### src/rtl/core/wev_isqrt.sv
// Pipelined floor square root, one root bit per stage.
module wev_isqrt #(
	parameter int RAD_W = 64,
	parameter int TAG_W = 1
) (
	input  logic                 clk,
	input  logic                 arst_n,
	input  logic                 en,
	input  logic                 vld_in,
	input  logic [RAD_W-1:0]     rad,
	input  logic [TAG_W-1:0]     tag_in,
	output logic                 vld_out,
	output logic [RAD_W/2-1:0]   root,
	output logic [TAG_W-1:0]     tag_out
);

	localparam int N     = RAD_W / 2;
	localparam int REM_W = N + 3;

	logic [RAD_W-1:0] rad_s  [N+1];
	logic [REM_W-1:0] rem_s  [N+1];
	logic [N-1:0]     root_s [N+1];
	logic [TAG_W-1:0] tag_s  [N+1];
	logic             vld_s  [N+1];

	assign rad_s[0]  = rad;
	assign rem_s[0]  = '0;
	assign root_s[0] = '0;
	assign tag_s[0]  = tag_in;
	assign vld_s[0]  = vld_in;

	for (genvar k = 0; k < N; k++) begin : g_stage
		logic [REM_W-1:0] cur;
		logic [REM_W-1:0] trial;

		// bring down two radicand bits, try root bit one
		assign cur   = {rem_s[k][REM_W-3:0], rad_s[k][RAD_W-1 -: 2]};
		assign trial = {1'b0, root_s[k], 2'b01};

		always_ff @(posedge clk or negedge arst_n) begin
			if (!arst_n) begin
				vld_s[k+1] <= 1'b0;
			end else if (en) begin
				vld_s[k+1] <= vld_s[k];
			end
		end

		always_ff @(posedge clk) begin
			if (en) begin
				tag_s[k+1] <= tag_s[k];
				rad_s[k+1] <= rad_s[k] << 2;
				if (cur >= trial) begin
					rem_s[k+1]  <= cur - trial;
					root_s[k+1] <= {root_s[k][N-2:0], 1'b1};
				end else begin
					rem_s[k+1]  <= cur;
					root_s[k+1] <= {root_s[k][N-2:0], 1'b0};
				end
			end
		end
	end

	assign vld_out = vld_s[N];
	assign root    = root_s[N];
	assign tag_out = tag_s[N];

endmodule

### config.mk
export PLATFORM = sky130hd
export DESIGN_NAME = wev_isqrt
export DESIGN_NICKNAME = d
export VERILOG_FILES = /design/src/rtl/core/wev_isqrt.sv
export SDC_FILE = /design/constraint.sdc
export NUM_CORES = 2
export LEC_CHECK = 0
export BUFFER_PORTS_ARGS = -buffer_cell sky130_fd_sc_hd__buf_4
export CELL_PAD_IN_SITES_DETAIL_PLACEMENT = 0
export CELL_PAD_IN_SITES_GLOBAL_PLACEMENT = 1
export CORE_ASPECT_RATIO = 0.6
export CORE_MARGIN = 4
export CORE_UTILIZATION = 57
export CTS_CLUSTER_DIAMETER = 30
export DETAILED_ROUTE_END_ITERATION = 6
export GPL_ROUTABILITY_DRIVEN = 1
export GPL_TIMING_DRIVEN = 0
export PLACE_DENSITY_LB_ADDON = 0.1
export SLEW_MARGIN = 20
export SYNTH_ARGS = -nofsm -noshare
export SYNTH_HDL_FRONTEND = slang
export SYNTH_SLANG_ARGS = --single-unit
### constraint.sdc
create_clock -name clk -period 6.35 [get_ports clk]
set_clock_uncertainty 0.1 [all_clocks]
set_input_delay 0.9525 -clock clk [delete_from_list [all_inputs] [get_ports clk]]
set_output_delay 0.9525 -clock clk [all_outputs]
set_load 0.02 [all_outputs]
# Word-level counts from Yosys, hierarchy flattened
# Cells that the tools add are included.
[classes]
muxes = 63
magnitude_cmp = 32
add_sub_neg = 31
[op_table]
columns = ["cell", "n"]
rows = [
  ["$mux 33", 30],
  ["$ge 35x10->1", 1],
  ["$ge 35x11->1", 1],
  ["$ge 35x12->1", 1],
  ["$ge 35x13->1", 1],
  ["$ge 35x14->1", 1],
  ["$ge 35x15->1", 1],
  ["$ge 35x16->1", 1],
  ["$ge 35x17->1", 1],
  ["$ge 35x18->1", 1],
  ["$ge 35x19->1", 1],
  ["$ge 35x20->1", 1],
  ["$ge 35x21->1", 1],
  ["$ge 35x22->1", 1],
  ["$ge 35x23->1", 1],
  ["$ge 35x24->1", 1],
  ["$ge 35x25->1", 1],
  ["$ge 35x26->1", 1],
  ["$ge 35x27->1", 1],
  ["$ge 35x28->1", 1],
  ["$ge 35x29->1", 1],
  ["$ge 35x3->1", 1],
  ["$ge 35x30->1", 1],
  ["$ge 35x31->1", 1],
  ["other kinds (42)", 73],
]
[totals]
register_bits = 2577
out_inout_bits = 34

# Logic depth before layout (Yosys ltp)
[logic_depth]
word_depth = 2
mapped_depth = 14
depth_no_buf = 13

# Worst setup path after synthesis
# OpenSTA, ideal clock, no wires.
[synth_timing]
path_kind = "reg2reg"
from = "register rem_s (netlist bit g_stage[6].cur[14])"
to = "register rem_s (netlist bit g_stage[7].cur[2]), data pin"
setup_slack_ns = 2.691
arrival_ns = 3.301
setup_ns = 0.258
path_stages_with_launch = 11
path_cell_list = "edfxtp_1 -> or4_4 -> nor4_4 -> nand4b_2 -> or4b_4 -> or4_4 -> or3_4 -> or2_1 -> buf_6 -> buf_6 -> xnor2_2"
[synth_via]
elab_chain_len = 2
[synth_lines]
columns = ["item", "line_no", "text"]
rows = [
  ["from (decl)", "21", "logic [REM_W-1:0] rem_s [N+1];"],
  ["from (signal, indexed assignment)", "53", "rem_s[k+1] <= cur - trial;"],
  ["from (signal, indexed assignment)", "56", "rem_s[k+1] <= cur;"],
  ["$ge 35x8->1", "52", "if (cur >= trial) begin"],
  ["$mux 33", "52", ""],
]
# Every way passes these cells.
# A chain may end at the register's enable or synchronous reset.

# Worst setup path after layout
[layout_timing]
from = "register rem_s (netlist bit g_stage[23].cur[2])"
to = "register rem_s (netlist bit g_stage[24].cur[30]), data pin"
[layout_via]
elab_chain_len = 2
[layout_lines]
columns = ["item", "line_no"]
rows = [
  ["$sub 33x25->33 / $ge 35x25->1 (equally long branches)", "53, 52"],
  ["$mux 33 *", "52"],
]
# Every way passes the cells marked *; elsewhere a longest branch is shown, timed or not.

==> reports/qor.csv <==
metric;value;unit
timing.final.setup_violations;0;
status;completed;
insertion_delay;0.90;ns
syn2layout_area_growth;15.0;%
holdCritPathClass;input port to register;
routed_wirelength;263000;um
fp.dieW;597;um
clock-root-buffer;clkbuf_16;
cts_num_sinks;2559;
cts_tree;yes;
cts_made_buffers;375;
gr-usage-all-layers;0.241;
nets;10200;
detailed_place.area;123000;sq um
grt-ovfl-total;0;
synth_edf_count;2527;
power.leakage;0.0527;uW
yosys.area.top_type;edfxtp_1;
ioPinCount;103;
layout.cells.most_common;edfxtp_1;
yosys_most_used_dff;edfxtp_1;
use_met2;0.320;
die_h;361;um
slew_violations;0;
maxCapViolCount;0;
syn-num-nets;9675;
worst-setup-path-type;register to register;
cp_slowest_cell;o21ai_0;
yosys-top-cells-area;edfxtp_1 (64%), ha_1 (5.9%), xnor2_1 (3.3%);
cellPowerDensity;399;nW/um^2
floorplan.die_area;216000;sq um
worst_setup_hold_path_clk_slew;0.07;ns
groute.layer.met1.usage;0.403;
seq_area_frac_synth;0.647;
hold_viol;0;
grt_antenna_before_repair;9;
first_pass_grt_wire_length;408000;um
post-route-period-util;0.865;
finalWorstPathRequiredPeriod;5.49;ns
busiest_layer;met1;
htree_num_levels;5;
slew_headroom;0.214;
worstSetupEndpointType;register;
worst_pin_slew;1.17;ns
crit_path_cell_trace;ha_1 > o21ai_0 > o2bb2ai_1 > o31ai_1 > a221oi_1 > o21ai_0 > a311oi_1 > and3_1 > clkbuf_1 > inv_1 > clkbuf_1 > nand3_1 > xnor2_1;
drtAntennaViolNets;0;
synthCells;9045;
post_cts.repair.setup_buffers;0;
initial_core_util;0.574;
gp_congestion;0.921;
grt_max_degree;169;
synth_cell_types;91;
rsz_0062_raised_after_global_routing;false;
clock.fmax;182;MHz
synth.yosys.warnings;0;
netlist.area_leader.share;0.640;
timing.critical_path.fanout_max;10;
post-route-drc-count;0;
utilization;0.660;
placementRows;129;
finalHoldWorstSlack;0.122;ns
async_flop_share;0.0125;
total_negative_slack_for_setup_checks;0;ns
synth.cell_area;119000;sq um
design_area;136000;sq um
globalRouteMet3Util;0.0530;
worst-endpoint-required;6.84;ns
detail_route.first_pass.iterations;6;
most_frequent_cells_in_the_layout;edfxtp_1 (2527), inv_1 (706), nor2_1 (589);
drtIter0Drc;8442;
port-buffer-count;102;
vdd_ir_drop_max;0.000362;V
fp.coreArea;206000;sq um
wire_per_inst;20.9;um
drive_above_1_share;0.103;
dp_hpwl;188000;um
worst_ep_arrival_time;5.98;ns
mean_cell_area_of_the_mapped_netlist;13.1;sq um
route.vias.total;73200;
drt-vias-per-instance;5.80;
grt_pass1_vias;69800;
slowest_stage_delay_cp;0.92;ns
critPathLaunchType;register;
synth_seq_cells;2559;
clock_tree.buffer_depth;4;
-- power breakdown --
part	internal [uW]	switching [uW]	leakage (uW)
logic	4350	6170	0.0217
registers	21400	1470	0.0247
clock network	12600	8290	0.00623
total	38400	15900	0.0527
-- flip-flops by register name, summed over array words and instances, names as in the netlist --
signal / cells
root: 32
tag_s: 31
rad_s: 930
g_stage.trial: 496
g_stage.cur: 1037
vld_s: 31
tag_out: 1
vld_out: 1
-- worst max-delay path: cells and delay by family, from the launching register on --
kind	cells	cell delay, ns
buffers and inverters	3	1.03
xor gates and xnor gates	1	0.17
adders and majority gates	1	0.37
AOI/OAI and AO/OA	6	2.67
DFF	1	0.41
and+or+nand+nor	2	0.42
-- metrics by stage --
stage	instances	power, uW	setup slack, ns
2_1_floorplan	9045	30000	2.69
3_3_place_gp	11900	34000	-17.96
3_5_place_dp	11900	33400	0.650
4_1_cts	12600	54600	0.965
5_1_grt	12600	57000	0.591
6_report	12600	54300	0.860
-- layer usage --
layer  vias up  wire length, um
li1      34800                -
met3       349            22500
met4         2             4040
met1     35600           133000
met5         -               11
met2      2448           104000
-- cell type report --
cell class | count | area, sq um
well taps | 2751 | 3440
plain buffers | 162 | 628
repair buffers | 123 | 1300
flip-flops and latches | 2559 | 76700
inverters | 710 | 2670
diodes | 1 | 2.50
clock inverters | 305 | 3440
clock buffers | 392 | 9510
fillers | 14800 | 70200
multi-input cells | 5614 | 38600
-- cells by family after synthesis --
kind of cell / synth area share
flops: 0.647
xor+xnor: 0.0590
other cells: 0.0000316
simple gates: 0.0955
fa+ha+maj: 0.0592
compound gates: 0.0959
buf+inv: 0.0278
mux: 0.0155
-- synth_stat cells (101+ instances only) --
master and n:
edfxtp_1 2527, inv_1 706, nor2_1 589, a21oi_1 577, ha_1 561, nand2_1 551
xnor2_1 440, o21ai_0 379, xor2_1 357, a21o_1 262, nor3_1 217, mux2_2 151
nand3_1 151, clkbuf_1 141, nor4_1 112, o21a_1 101
-- path summary, 6_finish.rpt --
kind / start / end / slack [ns] / cells after the start
min reg2reg: rad_s[1572] / rad_s[1510] / 0.28 / 0
max in group asynchronous: arst_n / vld_s[25] / 5.39 / 2
max: g_stage[23].cur[2] / g_stage[24].cur[30] / 0.86 / 13
max reg2reg: g_stage[23].cur[2] / g_stage[24].cur[30] / 0.86 / 13
min in group asynchronous: arst_n / vld_s[22] / 0.47 / 2
min: rad[11] / rad_s[1997] / 0.12 / 1
-- what timing repair did --
item                                   4_1_cts  5_1_grt
gates resized for setup                      0        0
endpoints found under the hold margin       32        0
hold buffers                                 1        0
No activity file was read; power rests on OpenSTA's default activity.
