<file path="src/rtl/core/wev_div.sv">
// Pipelined restoring divider, one quotient bit per stage.
// The quotient must fit in Q_W bits.
module wev_div #(
	parameter int NUM_W = 48,
	parameter int DEN_W = 32,
	parameter int Q_W   = 17,
	parameter int TAG_W = 1
) (
	input  logic             clk,
	input  logic             arst_n,
	input  logic             en,
	input  logic             vld_in,
	input  logic [NUM_W-1:0] num,
	input  logic [DEN_W-1:0] den,
	input  logic [TAG_W-1:0] tag_in,
	output logic             vld_out,
	output logic [Q_W-1:0]   quo,
	output logic [TAG_W-1:0] tag_out
);

	logic [DEN_W-1:0] rem_s [Q_W+1];
	logic [Q_W-1:0]   low_s [Q_W+1];
	logic [Q_W-1:0]   quo_s [Q_W+1];
	logic [DEN_W-1:0] den_s [Q_W+1];
	logic [TAG_W-1:0] tag_s [Q_W+1];
	logic             vld_s [Q_W+1];

	assign rem_s[0] = DEN_W'(num >> Q_W);
	assign low_s[0] = num[Q_W-1:0];
	assign quo_s[0] = '0;
	assign den_s[0] = den;
	assign tag_s[0] = tag_in;
	assign vld_s[0] = vld_in;

	for (genvar k = 0; k < Q_W; k++) begin : g_stage
		logic [DEN_W:0] cur;
		logic [DEN_W:0] dx;

		assign cur = {rem_s[k], low_s[k][Q_W-1]};
		assign dx  = {1'b0, den_s[k]};

		always_ff @(posedge clk or negedge arst_n) begin
			if (!arst_n) begin
				vld_s[k+1] <= 1'b0;
			end else if (en) begin
				vld_s[k+1] <= vld_s[k];
			end
		end

		always_ff @(posedge clk) begin
			if (en) begin
				tag_s[k+1] <= tag_s[k];
				den_s[k+1] <= den_s[k];
				low_s[k+1] <= low_s[k] << 1;
				if (cur >= dx) begin
					rem_s[k+1] <= DEN_W'(cur - dx);
					quo_s[k+1] <= {quo_s[k][Q_W-2:0], 1'b1};
				end else begin
					rem_s[k+1] <= cur[DEN_W-1:0];
					quo_s[k+1] <= {quo_s[k][Q_W-2:0], 1'b0};
				end
			end
		end
	end

	assign vld_out = vld_s[Q_W];
	assign quo     = quo_s[Q_W];
	assign tag_out = tag_s[Q_W];

endmodule

</file>
<file path="config.mk">
export PLATFORM = sky130hd
export DESIGN_NAME = wev_div
export DESIGN_NICKNAME = d
export VERILOG_FILES = /design/src/rtl/core/wev_div.sv
export SDC_FILE = /design/constraint.sdc
export NUM_CORES = 2
export LEC_CHECK = 0
export CAP_MARGIN = 30
export CORE_MARGIN = 8
export CORE_UTILIZATION = 49
export DETAILED_ROUTE_END_ITERATION = 16
export DONT_BUFFER_PORTS = 1
export PLACE_DENSITY = 0.67
export SLEW_MARGIN = 0
export SYNTH_ARGS = -nofsm -noshare
export SYNTH_HDL_FRONTEND = slang
export SYNTH_SLANG_ARGS = --single-unit
export TNS_END_PERCENT = 50
</file>
<file path="constraint.sdc">
create_clock -name clk -period 5.95 [get_ports clk]
set_input_delay 0.2975 -clock clk [delete_from_list [all_inputs] [get_ports clk]]
set_output_delay 0.2975 -clock clk [all_outputs]
set_load 0.01 [all_outputs]
</file>
Word-level counts from Yosys, hierarchy flattened --
Index checks and enable logic that the tools add are counted. W data, S select, Z words.
Storage, ports and cells: register bits 1347, bits of input ports 85, output and inout bits 19, word-level logic and storage cells 165
Operators by class: add/subtract/negate cells 16, order comparisons 17, mux-type cells 33
Operators by type and width (count):
- $ge A33 B32 Y1 | 16
- $mux W32 | 16
- $sub A32 B32 Y32 | 16
- $ge A32 B32 Y1 | 1
- $mux W1 | 17

Depth between registers and ports, before layout --
depth after elaboration 2, mapped depth 16, mapped depth without buffers 14

Least setup slack after synthesis --
Ideal clock, no wire load.
kind register to register, start register rem_s (netlist bit g_stage[10].cur[6]), end register rem_s (netlist bit g_stage[11].cur[10]) (data pin), library setup time 0.260 ns, arrival time 3.316 ns, slack 2.374 ns, stages on the path, launching flop included 13, buffers on the path 1, path through edfxtp_1 -> ha_1 -> a21o_1 -> or3_1 -> o32ai_2 -> o21ai_2 -> nand3b_4 -> a31o_1 -> a41o_1 -> nor3b_1 -> a2111oi_4 -> buf_6 -> mux2_4
Between the ends: word-level cells in the longest chain between the ends 2
Ends and longest elaborated chain:
- start, declared | line 21 | logic [DEN_W-1:0] rem_s [Q_W+1];
- start signal, assigned by index | line 56 | rem_s[k+1] <= DEN_W'(cur - dx);
- start signal, assigned by index | line 59 | rem_s[k+1] <= cur[DEN_W-1:0];
- $sub A32 B32 Y32 or $ge A33 B32 Y1 (tied branches) | line 56, 55
- $mux W32 (*) | line 55 | if (cur >= dx) begin
Mark *: on every way between the ends. The rest lies on a longest branch, timed or not. A chain may end at the register's enable or synchronous reset.

Final worst setup path --
start register rem_s (netlist bit g_stage[4].cur[6]), end register rem_s (netlist bit g_stage[5].cur[5]) (data pin)
Between the ends: word-level cells in the longest chain between the ends 2
Ends and longest elaborated chain (line):
- $ge A33 B32 Y1 | 55
- $mux W32 | 55
Every way passes these cells.

==> impl_metrics.toml <==
[setup_path]
arrival_ns = 5.65
end_kind = "flip-flop"
critPathLaunchType = "flip-flop"
worstPathRequired_ns = 6.48
worstPathMaxFanout = 39
critPathLaunch = "g_stage[4].cur[6]$_DFFE_PP_"
critical_path_class = "reg2reg"
timing.rr.start = "g_stage[4].cur[6]$_DFFE_PP_"

[logic_synthesis]
post-synth-top-area-cell = "edfxtp_1"
ys_seq_elements = 1347
synth_commonest_cells = "edfxtp_1, inv_1, a21oi_1, ha_1, nand2_1"
yosysWarnings = 0
synth_edf_count = 1330
syn-num-nets = 7287
syn_inst = 6642
synth_seq_area_share_pct = 53.6
async_reset_ff_share_pct = 1.26
synth_most_common_cell = "edfxtp_1"
synth.area.top_cells = "edfxtp_1, ha_1, a21oi_1"
synth_ff_type = "edfxtp_1"
syn-cell-area_sq_um = 75300
synth_top_area_share_pct = 53.0
synth.avg_cell_area_sq_um = 11.3
synthDistinctLibCells = 92

[detailed_routing]
ant_nets = 0
drtIter0Drc = 3352
vias_per_cell = 5.62
drt_first_pass_iters = 5
wl_per_cell_um = 19.5
dr_total_vias = 50100
wl_um = 174000
drc = 0

[power_and_ir_drop]
p_leak_uw = 0.0343
ir_drop_v = 0.000275
powerDensity_nw_per_um2 = 538

[die]
coreArea_sq_um = 153000
rows = 144
die_area_sq_um = 166000
die_h_um = 408
initial_core_util_pct = 49.1
io_pins = 104
dieWidth_um = 408

[sta]
holdWs_ns = 0.0698
maxSlewViolCount = 0
timing.final.crit_share_pct = 86.0
period_minus_slack_ns = 5.12
max_freq_ghz = 0.195
finalHoldViolCount = 0
slew_headroom_pct = 17.5
setup_viol = 0
tightestPinTransition_ns = 1.24
skew_ns = 0.0299
setup_tns_ns = 0
rsz0062_at_grt = "no"

[final_layout]
fin_area_sq_um = 83500
drive_gt1_share_pct = 7.73
nNetsFinal = 7394
syn2layout_area_growth_pct = 10.9
fillers = 12900

[clocking]
clockRootBuffer = "clkbuf_16"
ctsHtreeMaxLevel = 4
clock_latency_ns = 0.80
post_cts_resized = 0
cts_tree = "done"
cts_buffer_depth = 3
cts_made_buffers = 153
numClockSinks = 1347
postCtsSetupBuffers = 0
postCtsHoldBufs = 84
path_clk_slew_ns = 0.06

[global_routing]
grt_max_degree = 191
track_usage_pct = 20.3
gr-total-overflow = 0
grt_pass1_vias = 49900
antenna_found_initial = 3
grt_first_pass_wirelength_um = 273000

[placement]
routabilityCongestion = 0.919
io_buffers = 0
dp_hpwl_um = 132000
postPlaceCellArea_sq_um = 77600

[hold_path]
hp-start = "num[32]"
min_path_type = "in2reg"

[run_status]
outcome = "finished clean"

[flow_run]
maxCapViolations = 0
[final cells by class]
type | count | area, sq um | share of cell area [%]
flip-flops and latches | 1347 | 40400 | 48.3
multi-input cells | 4410 | 31600 | 37.8
clock buffers | 185 | 4040 | 4.84
inverters | 705 | 2650 | 3.17
well taps | 2044 | 2560 | 3.06
repair buffers | 132 | 1340 | 1.61
clock inverters | 99 | 937 | 1.12
diodes | 4 | 10.0 | 0.0120
[power breakdown]
part	leakage, uW	switching (uW)	total (uW)	internal [uW]
Combinational	0.0187	11300	20200	8880
Clock	0.00242	3890	9300	5400
Sequential	0.0132	1480	15400	14000
[cell families (layout without fill, tap and decap cells)]
| kind of cell | Yosys count | in the layout | synth area share (%) |
|---|---|---|---|
| adders and majority gates | 560 | 560 | 9.46 |
| xor gates and xnor gates | 420 | 420 | 4.88 |
| and+or+nand+nor | 1405 | 1405 | 8.94 |
| other | 0 | 4 | 0 |
| AOI/OAI and AO/OA | 1794 | 1794 | 15.0 |
| DFF | 1347 | 1347 | 53.6 |
| buffers and inverters | 885 | 1121 | 4.57 |
| muxes | 231 | 231 | 3.55 |
[flip-flops by register name (all words and copies together) (netlist names)]
name and flops:
den_s 512, g_stage.cur 528, low_s 120, quo 17, quo_s 136, tag_out 1
tag_s 16, vld_out 1, vld_s 16
[per-stage QoR]
step                      setup slack [ns]  total power (uW)  utilization [%]  instances
after global routing                 0.542             48000             54.4       8924
final                                0.831             44900             54.4       8926
after global placement                1.13             35300             50.6       8549
after floorplan                       2.37             30400                -       6642
after detailed placement             0.994             35600             50.6       8552
after CTS                            0.940             45200             54.4       8920
[layer usage]
metal	routed length [um]	GRT usage (%)
met4	7610	8.65
met2	90200	37.5
met3	6260	2.78
met5	0	0
met1	70400	23.6
[cell usage in the layout, fill, tap and decap left out, types with 32 or more instances in the layout]
| master | synthesis | final |
|---|---|---|
| o211ai_1 | 32 | 32 |
| nand3_1 | 114 | 114 |
| a21oi_1 | 553 | 552 |
| ha_1 | 544 | 544 |
| nand4_1 | 95 | 95 |
| buf_4 | 20 | 33 |
| o21a_1 | 72 | 72 |
| inv_1 | 702 | 702 |
| mux2_2 | 175 | 175 |
| nor2b_1 | 79 | 79 |
| xor2_1 | 174 | 174 |
| a21o_1 | 315 | 315 |
| nand2_1 | 440 | 439 |
| clkinv_1 | 1 | 32 |
| nand2b_1 | 62 | 62 |
| o31ai_1 | 41 | 40 |
| and3_1 | 39 | 39 |
| dlygate4sd3_1 | 0 | 84 |
| o21bai_1 | 64 | 63 |
| xnor2_1 | 246 | 246 |
| clkbuf_16 | 0 | 156 |
| edfxtp_1 | 1330 | 1330 |
| a211oi_1 | 48 | 48 |
| o21ai_0 | 414 | 414 |
| a31oi_1 | 46 | 46 |
| nor3_1 | 64 | 64 |
| nor2_1 | 358 | 357 |
[critical path, stage by stage (launching register included)]
cell and delay, ns:
edfxtp_1 0.38, ha_1 0.41, nand2_1 0.08, nor3_1 0.78
o211ai_1 0.26, nand3_1 0.26, o21ai_0 0.33, o311ai_0 0.89
nand3_1 0.28, nand2_2 0.71, mux2_2 0.41
[worst paths after layout]
| path | end | slack (ns) | depth (start not counted) |
|---|---|---|---|
| worst max-delay path | g_stage[5].cur[5]$_DFFE_PP_ | 0.83 | 10 |
| worst min-delay path | g_stage[1].cur[17]$_DFFE_PP_ | 0.07 | 3 |
| worst max register to register | g_stage[5].cur[5]$_DFFE_PP_ | 0.83 | 10 |
| worst min register to register | low_s[185]$_DFFE_PP_ | 0.41 | 0 |
| max in group asynchronous | vld_s[8]$_DFFE_PN0P_ | 4.87 | 2 |
| min in group asynchronous | vld_s[14]$_DFFE_PN0P_ | 0.59 | 2 |
Note: power is estimated with default switching activity, not from simulation.
