File: src/rtl/core/wev_pkg.sv
package wev_pkg;

	// Defaults and fixed-point constants
	localparam int DIMENSION_DEF = 3;
	localparam int MANT_BITS     = 12;
	localparam logic [15:0] CW_RESET = 16'd16384;
	// floor(x / 6) = (x * RECIP6) >> 34 for any 32-bit x
	localparam logic [31:0] RECIP6   = 32'hAAAA_AAAB;
	localparam int RECIP6_SHIFT      = 34;

	// Input transfer: one cell
	typedef struct packed {
		logic signed [31:0] grad_11;
		logic signed [31:0] grad_12;
		logic signed [31:0] grad_13;
		logic signed [31:0] grad_21;
		logic signed [31:0] grad_22;
		logic signed [31:0] grad_23;
		logic signed [31:0] grad_31;
		logic signed [31:0] grad_32;
		logic signed [31:0] grad_33;
		logic [23:0]        filter_length;
	} cell_t;

	// Output transfer: one viscosity
	typedef struct packed {
		logic [31:0] eddy_viscosity;
		logic        saturated;
	} visc_t;

	// Lane arithmetic widths
	typedef logic signed [MANT_BITS:0]   h_t;    // normalized gradient
	typedef logic signed [MANT_BITS+1:0] e_t;    // h_ij + h_ji
	typedef logic signed [27:0]          g_t;    // element of h*h
	typedef logic signed [29:0]          tr_t;   // trace of h*h
	typedef logic signed [31:0]          t_t;    // 6 * sd element
	typedef logic [63:0]                 sq_t;   // T^2
	typedef logic [27:0]                 esq_t;  // e^2

endpackage

File: src/rtl/core/wev_lane.sv
// One tensor element: G_ij and e_ij, then T_ij and e_ij^2, then T_ij^2.
module wev_lane #(
	parameter int NDIM    = 3,
	parameter bit IS_DIAG = 1'b0
) (
	input  logic            clk,
	input  logic            en,
	input  wev_pkg::h_t     h_row [NDIM],
	input  wev_pkg::h_t     h_col [NDIM],
	input  wev_pkg::h_t     h_ij,
	input  wev_pkg::h_t     h_ji,
	input  wev_pkg::g_t     g_ji,
	input  wev_pkg::tr_t    tr,
	output wev_pkg::g_t     g_ij,
	output wev_pkg::sq_t    t2,
	output wev_pkg::esq_t   e2
);

	wev_pkg::g_t  dot_c;
	wev_pkg::e_t  e_c;
	wev_pkg::g_t  g_s1;
	wev_pkg::e_t  e_s1;
	wev_pkg::t_t  tsum_c;
	wev_pkg::t_t  t_c;
	logic signed [27:0] esq_c;
	wev_pkg::t_t  t_s2;
	wev_pkg::esq_t e2_s2;
	logic signed [63:0] tsq_c;
	wev_pkg::sq_t t2_s3;
	wev_pkg::esq_t e2_s3;

	// row-times-column dot product
	always_comb begin
		dot_c = '0;
		for (int k = 0; k < NDIM; k++) begin
			dot_c = dot_c + wev_pkg::g_t'(h_row[k]) * wev_pkg::g_t'(h_col[k]);
		end
		e_c = wev_pkg::e_t'(h_ij) + wev_pkg::e_t'(h_ji);
	end

	always_ff @(posedge clk) begin
		if (en) begin
			g_s1 <= dot_c;
			e_s1 <= e_c;
		end
	end

	assign g_ij = g_s1;

	// T = 3(G_ij + G_ji) - 2 tr on the diagonal
	always_comb begin
		tsum_c = wev_pkg::t_t'(g_s1) + wev_pkg::t_t'(g_ji);
		t_c    = (tsum_c <<< 1) + tsum_c;
		if (IS_DIAG) begin
			t_c = t_c - (wev_pkg::t_t'(tr) <<< 1);
		end
	end

	assign esq_c = e_s1 * e_s1;

	always_ff @(posedge clk) begin
		if (en) begin
			t_s2  <= t_c;
			e2_s2 <= $unsigned(esq_c);
		end
	end

	// squares, both non-negative
	assign tsq_c = t_s2 * t_s2;

	always_ff @(posedge clk) begin
		if (en) begin
			t2_s3 <= $unsigned(tsq_c);
			e2_s3 <= e2_s2;
		end
	end

	assign t2 = t2_s3;
	assign e2 = e2_s3;

endmodule

File: config.mk
export PLATFORM = sky130hd
export DESIGN_NAME = wev_lane
export DESIGN_NICKNAME = d
export VERILOG_FILES = /design/src/rtl/core/wev_pkg.sv /design/src/rtl/core/wev_lane.sv
export SDC_FILE = /design/constraint.sdc
export NUM_CORES = 2
export LEC_CHECK = 0
export ABC_AREA = 1
export BUFFER_PORTS_ARGS = -buffer_cell sky130_fd_sc_hd__buf_2
export CORE_MARGIN = 2
export CORE_UTILIZATION = 28
export DETAILED_ROUTE_END_ITERATION = 10
export GPL_TIMING_DRIVEN = 0
export PLACE_DENSITY = 0.44
export SYNTH_ARGS = -nofsm -noshare
export SYNTH_HDL_FRONTEND = slang
export SYNTH_SLANG_ARGS = --single-unit
File: constraint.sdc
create_clock -name clk -period 9.3 [get_ports clk]
set_clock_uncertainty 0.15 [all_clocks]
set_input_delay 0.93 -clock clk [delete_from_list [all_inputs] [get_ports clk]]
set_output_delay 0.93 -clock clk [all_outputs]
set_load 0.01 [all_outputs]
== Yosys cells after proc, flatten, opt, wreduce, memory -nomap -nowiden ==
Cells that the tools add are included.
Word-level totals
  flip-flop bits (word level): 193
  logic and storage cells: 16
  output and inout bits: 120
  bits of input ports: 164
Cells by class
  multiply operators: 5
  $add $sub $neg: 5
Operators with widths (number)
  $mul A13 B13 Y26: 3
  $mul A31 B31 Y62: 1
  $add A30 B29 Y31: 1
  $add A28 B28 Y29: 1
  $add A27 B26 Y28: 1
  $mul A14 B14 Y28: 1
  $add A26 B26 Y27: 1
  $add A13 B13 Y14: 1

== Logic depth before layout (Yosys ltp) ==
  depth after elaboration: 3
  gate-level depth with buffers: 33
  depth with buffers taken out: 31

== Worst setup path after synthesis ==
OpenSTA, ideal clock, no wires.
  path type: register to register
  from: register t_s2[30] (netlist name)
  to: register t2_s3[48], in the netlist t2[48], data pin
  cell stages (with the launch flop): 29
  setup slack: 1730 ps
  clock period less this slack: 7570 ps
  path buffers: 2
  setup time: 253 ps
  arrival time: 7167 ps
  required time: 8897 ps
  cell sequence: edfxtp_1 clkbuf_1 buf_1 nand2_1 inv_1 fa_1 inv_1 fa_1 inv_1 fa_1 fa_1 inv_1 fa_1 inv_1 fa_1 inv_1 fa_1 fa_1 inv_1 ha_1 nand2_1 nor2_1 inv_1 nor2_2 inv_1 nor3_1 nand2_1 nand4_1 nand2_1
Between the ends
  longest elaborated chain between the ends: 1
RTL lines
  $mul A31 B31 Y62: RTL line wev_lane.sv:69  | assign tsq_c = t_s2 * t_s2;
  via tsq_c[48]: RTL line wev_lane.sv:28  | logic signed [63:0] tsq_c;
  end signal, assigned: RTL line wev_lane.sv:73  | t2_s3 <= $unsigned(tsq_c);
  end, declared: RTL line wev_lane.sv:29  | wev_pkg::sq_t t2_s3;
The timed path passes the listed nets, and every way through them passes these cells.
A chain may end at the register's enable or synchronous reset.

== Worst setup path after layout ==
  from: register t_s2[9]
  to: register t2_s3[60], in the netlist t2[60], data pin
Between the ends
  longest elaborated chain between the ends: 1
RTL lines
  start, declared: RTL line wev_lane.sv:26  | wev_pkg::t_t t_s2;
  start signal, assigned: RTL line wev_lane.sv:63  | t_s2 <= t_c;
  $mul A31 B31 Y62: RTL line wev_lane.sv:69
  via tsq_c[60]: RTL line wev_lane.sv:28
The timed path passes the listed nets, and every way through them passes these cells.

==> impl_metrics.env <==
export IMPL_ys_seq_elements=188
export IMPL_die_h_um=507
export IMPL_synth_top_cell_area_share=0.494
export IMPL_synth_edf_count=188
export IMPL_async_reset_ff_frac=0
export IMPL_area_growth_pct=8.71
export IMPL_grt_pass1_vias=58098
export IMPL_viasPerCell=4.40
export IMPL_totalWireLength_um=237000
export IMPL_clk_latency_ns=0.56
export IMPL_crit_chain="clkbuf_1 -> clkbuf_1 -> nand2_1 -> inv_1 -> fa_1 -> fa_1 -> fa_1 -> inv_1 -> fa_1 -> inv_1 -> fa_1 -> fa_1 -> fa_1 -> inv_1 -> fa_1 -> inv_1 -> ha_1 -> nand2_1 -> nor2_1 -> nand2_1 -> nor2_1 -> nand3_1 -> nand3_1 -> nand2_1"
export IMPL_dieArea_mm2=0.257
export IMPL_overflow=0
export IMPL_grt_pass1_wl_um=361000
export IMPL_place_area_mm2=0.0762
export IMPL_drc=0
export IMPL_status="completed"
export IMPL_worstPathArrival_ns=9.12
export IMPL_yosys_top_cells_area="fa_1 (49%), inv_1 (14%), nand2_1 (9.6%), ha_1 (8.5%), edfxtp_1 (8.0%)"
export IMPL_path_clk_slew_ns=0.08
export IMPL_period_share=0.966
export IMPL_hold_class="flip-flop to flip-flop"
export IMPL_ys_top_cells_by_count="inv_1 (2699), nand2_1 (1817), fa_1 (1744), ha_1 (481), nor2_1 (270)"
export IMPL_cts_max_level=4
export IMPL_setup_viol=0
export IMPL_synth_xor_area_frac=0.0211
export IMPL_postLayoutCellArea_mm2=0.0769
export IMPL_yosysSeqAreaShare=0.0798
export IMPL_drv_slew=0
export IMPL_syn_area_per_cell_um2=8.56
export IMPL_track_usage=0.189
export IMPL_slowest_delay_ns=0.95
export IMPL_yosysTopAreaCell="fa_1"
export IMPL_ios=284
export IMPL_slew_headroom=0.0440
export IMPL_synth_top_family_by_area="adder cells"
export IMPL_place_inst=11856
export IMPL_synth_compound_area_share=0.0305
export IMPL_die_x_um=507
export IMPL_drt_first_pass_iters=6
export IMPL_hpwl_um=208000
export IMPL_layout_drive_gt1_share=0.0452
export IMPL_antenna_found_initial=13
export IMPL_clk_path_buf_depth=2
export IMPL_worst_setup_path_start_kind="flip-flop"
export IMPL_synth_ff_type="edfxtp_1"
export IMPL_cts_tree="built"
export IMPL_crit_type="flip-flop to flip-flop"
export IMPL_initialDrtViolationCount=3123
export IMPL_cp_common_cell="fa_1"
export IMPL_ys_warn_count=0
export IMPL_cp_slowest_cell="clkbuf_1"
export IMPL_cts_root_buf="clkbuf_16"
export IMPL_rsz0062_at_grt="false"
export IMPL_hold_violations=0
export IMPL_critPathTopFamily="adder cells"
export IMPL_synth_area_mux_share=0
export IMPL_cts_sinks=188
export IMPL_port_buffers=251
export IMPL_tightest_slew_ns=1.43
export IMPL_coreArea_mm2=0.251
export IMPL_cp_num_buf_inv=7
export IMPL_crit_path_end_kind="flip-flop"
export IMPL_start_util=0.281
export IMPL_synth_adder_area_share=0.579
export IMPL_cp_max_fo=10
export IMPL_grt_max_degree=97
export IMPL_drtAntennaViolNets=0
export IMPL_stdcell_count=11895
export IMPL_yosysMostFrequentCell="inv_1"
export IMPL_rows=184
export IMPL_post_drt_wl_per_cell_um=19.9
export IMPL_maxCapViolCount=0
export IMPL_vias=52300
export IMPL_nets=10922
export IMPL_synth_cell_types=43
export IMPL_synth_simple_area_share=0.136
export IMPL_cts_made_buffers=17
export IMPL_cp_required_ns=9.43
export IMPL_syn_area_mm2=0.0707
export IMPL_synth_cells=8255
export IMPL_clock_fmax_ghz=0.111
export IMPL_gp_congestion=0.935
export IMPL_period_needed_ns=8.98
[layer usage]
metal	share of wire	global-route usage	routed length [um]
met5	0.00094	0.00296	223
met2	0.50	0.335	118000
met3	0.053	0.0268	12600
met4	0.030	0.0529	7120
met1	0.42	0.239	98700
[path summary, 6_finish.rpt]
| check | startpoint | end | slack [ns] | cells past startpoint |
|---|---|---|---|---|
| worst min-delay path | e2_s2[17] | e2[17] | 0.26 | 0 |
| worst max-delay path | t_s2[9] | t2[60] | 0.32 | 24 |
| worst min register to register | e2_s2[17] | e2[17] | 0.26 | 0 |
| worst max register to register | t_s2[9] | t2[60] | 0.32 | 24 |
[registers in the layout, indices dropped and copies added, names as in the netlist]
register	cells
e_s1	14
e2	27
t2	61
t_s2	31
g_ij	28
e2_s2	27
[through the flow]
| step | hold WS (ns) | TNS (ns) | util | worst slack [ns] |
|---|---|---|---|---|
| after floorplan | 0.250 | 0 | - | 1.73 |
| after global placement | 0.254 | -13.53 | 0.303 | -1.11 |
| after detailed placement | 0.255 | -14.20 | 0.303 | -1.12 |
| after CTS | 0.260 | 0 | 0.306 | 0.0253 |
| after global routing | 0.270 | 0 | 0.306 | 0.00379 |
| final | 0.265 | 0 | 0.306 | 0.318 |
[area by class of cell]
| class | instances | area [um2] |
|---|---|---|
| Clock buffer | 18 | 429 |
| Buffer | 197 | 776 |
| Timing Repair Buffer | 258 | 1340 |
| Antenna cell | 1 | 2.50 |
| Fill cell | 27111 | 174000 |
| Multi-Input combinational cell | 5170 | 54200 |
| Tap cell | 3348 | 4190 |
| Clock inverter | 14 | 156 |
| Sequential cell | 188 | 5650 |
| Inverter | 2701 | 10100 |
[cell usage in the layout (no fill, tap or decap), types with 14 or more instances in the layout]
master,Yosys,layout
clkbuf_16,0,17
inv_1,2699,2697
o21ai_0,87,87
clkbuf_1,188,181
nand4_1,52,52
nor2_1,270,270
nor3_1,25,25
xnor2_1,49,49
a21o_1,14,14
a21oi_1,192,192
buf_2,0,251
o21bai_1,35,35
xor2_1,121,121
fa_1,1744,1742
ha_1,481,480
edfxtp_1,188,188
or2_2,35,35
nand3_1,144,144
nand2_1,1817,1817
nor2_2,15,15
[repair_timing]
action / in CTS / in global routing
hold buffers: 0 / 0
buffers inserted: 3 / 3
resized for setup: 9 / 18
pin swaps: 0 / 1
endpoints found under the setup margin: 17 / 15
[cells by family after synthesis]
family / after synthesis
other cells: 1
xor+xnor: 170
compound gates: 381
flops: 188
buf+inv: 2898
simple gates: 2392
fa+ha+maj: 2225
Power is not shown: default switching activity piles up to over one toggle a cycle in this logic, so the estimate is an artifact.
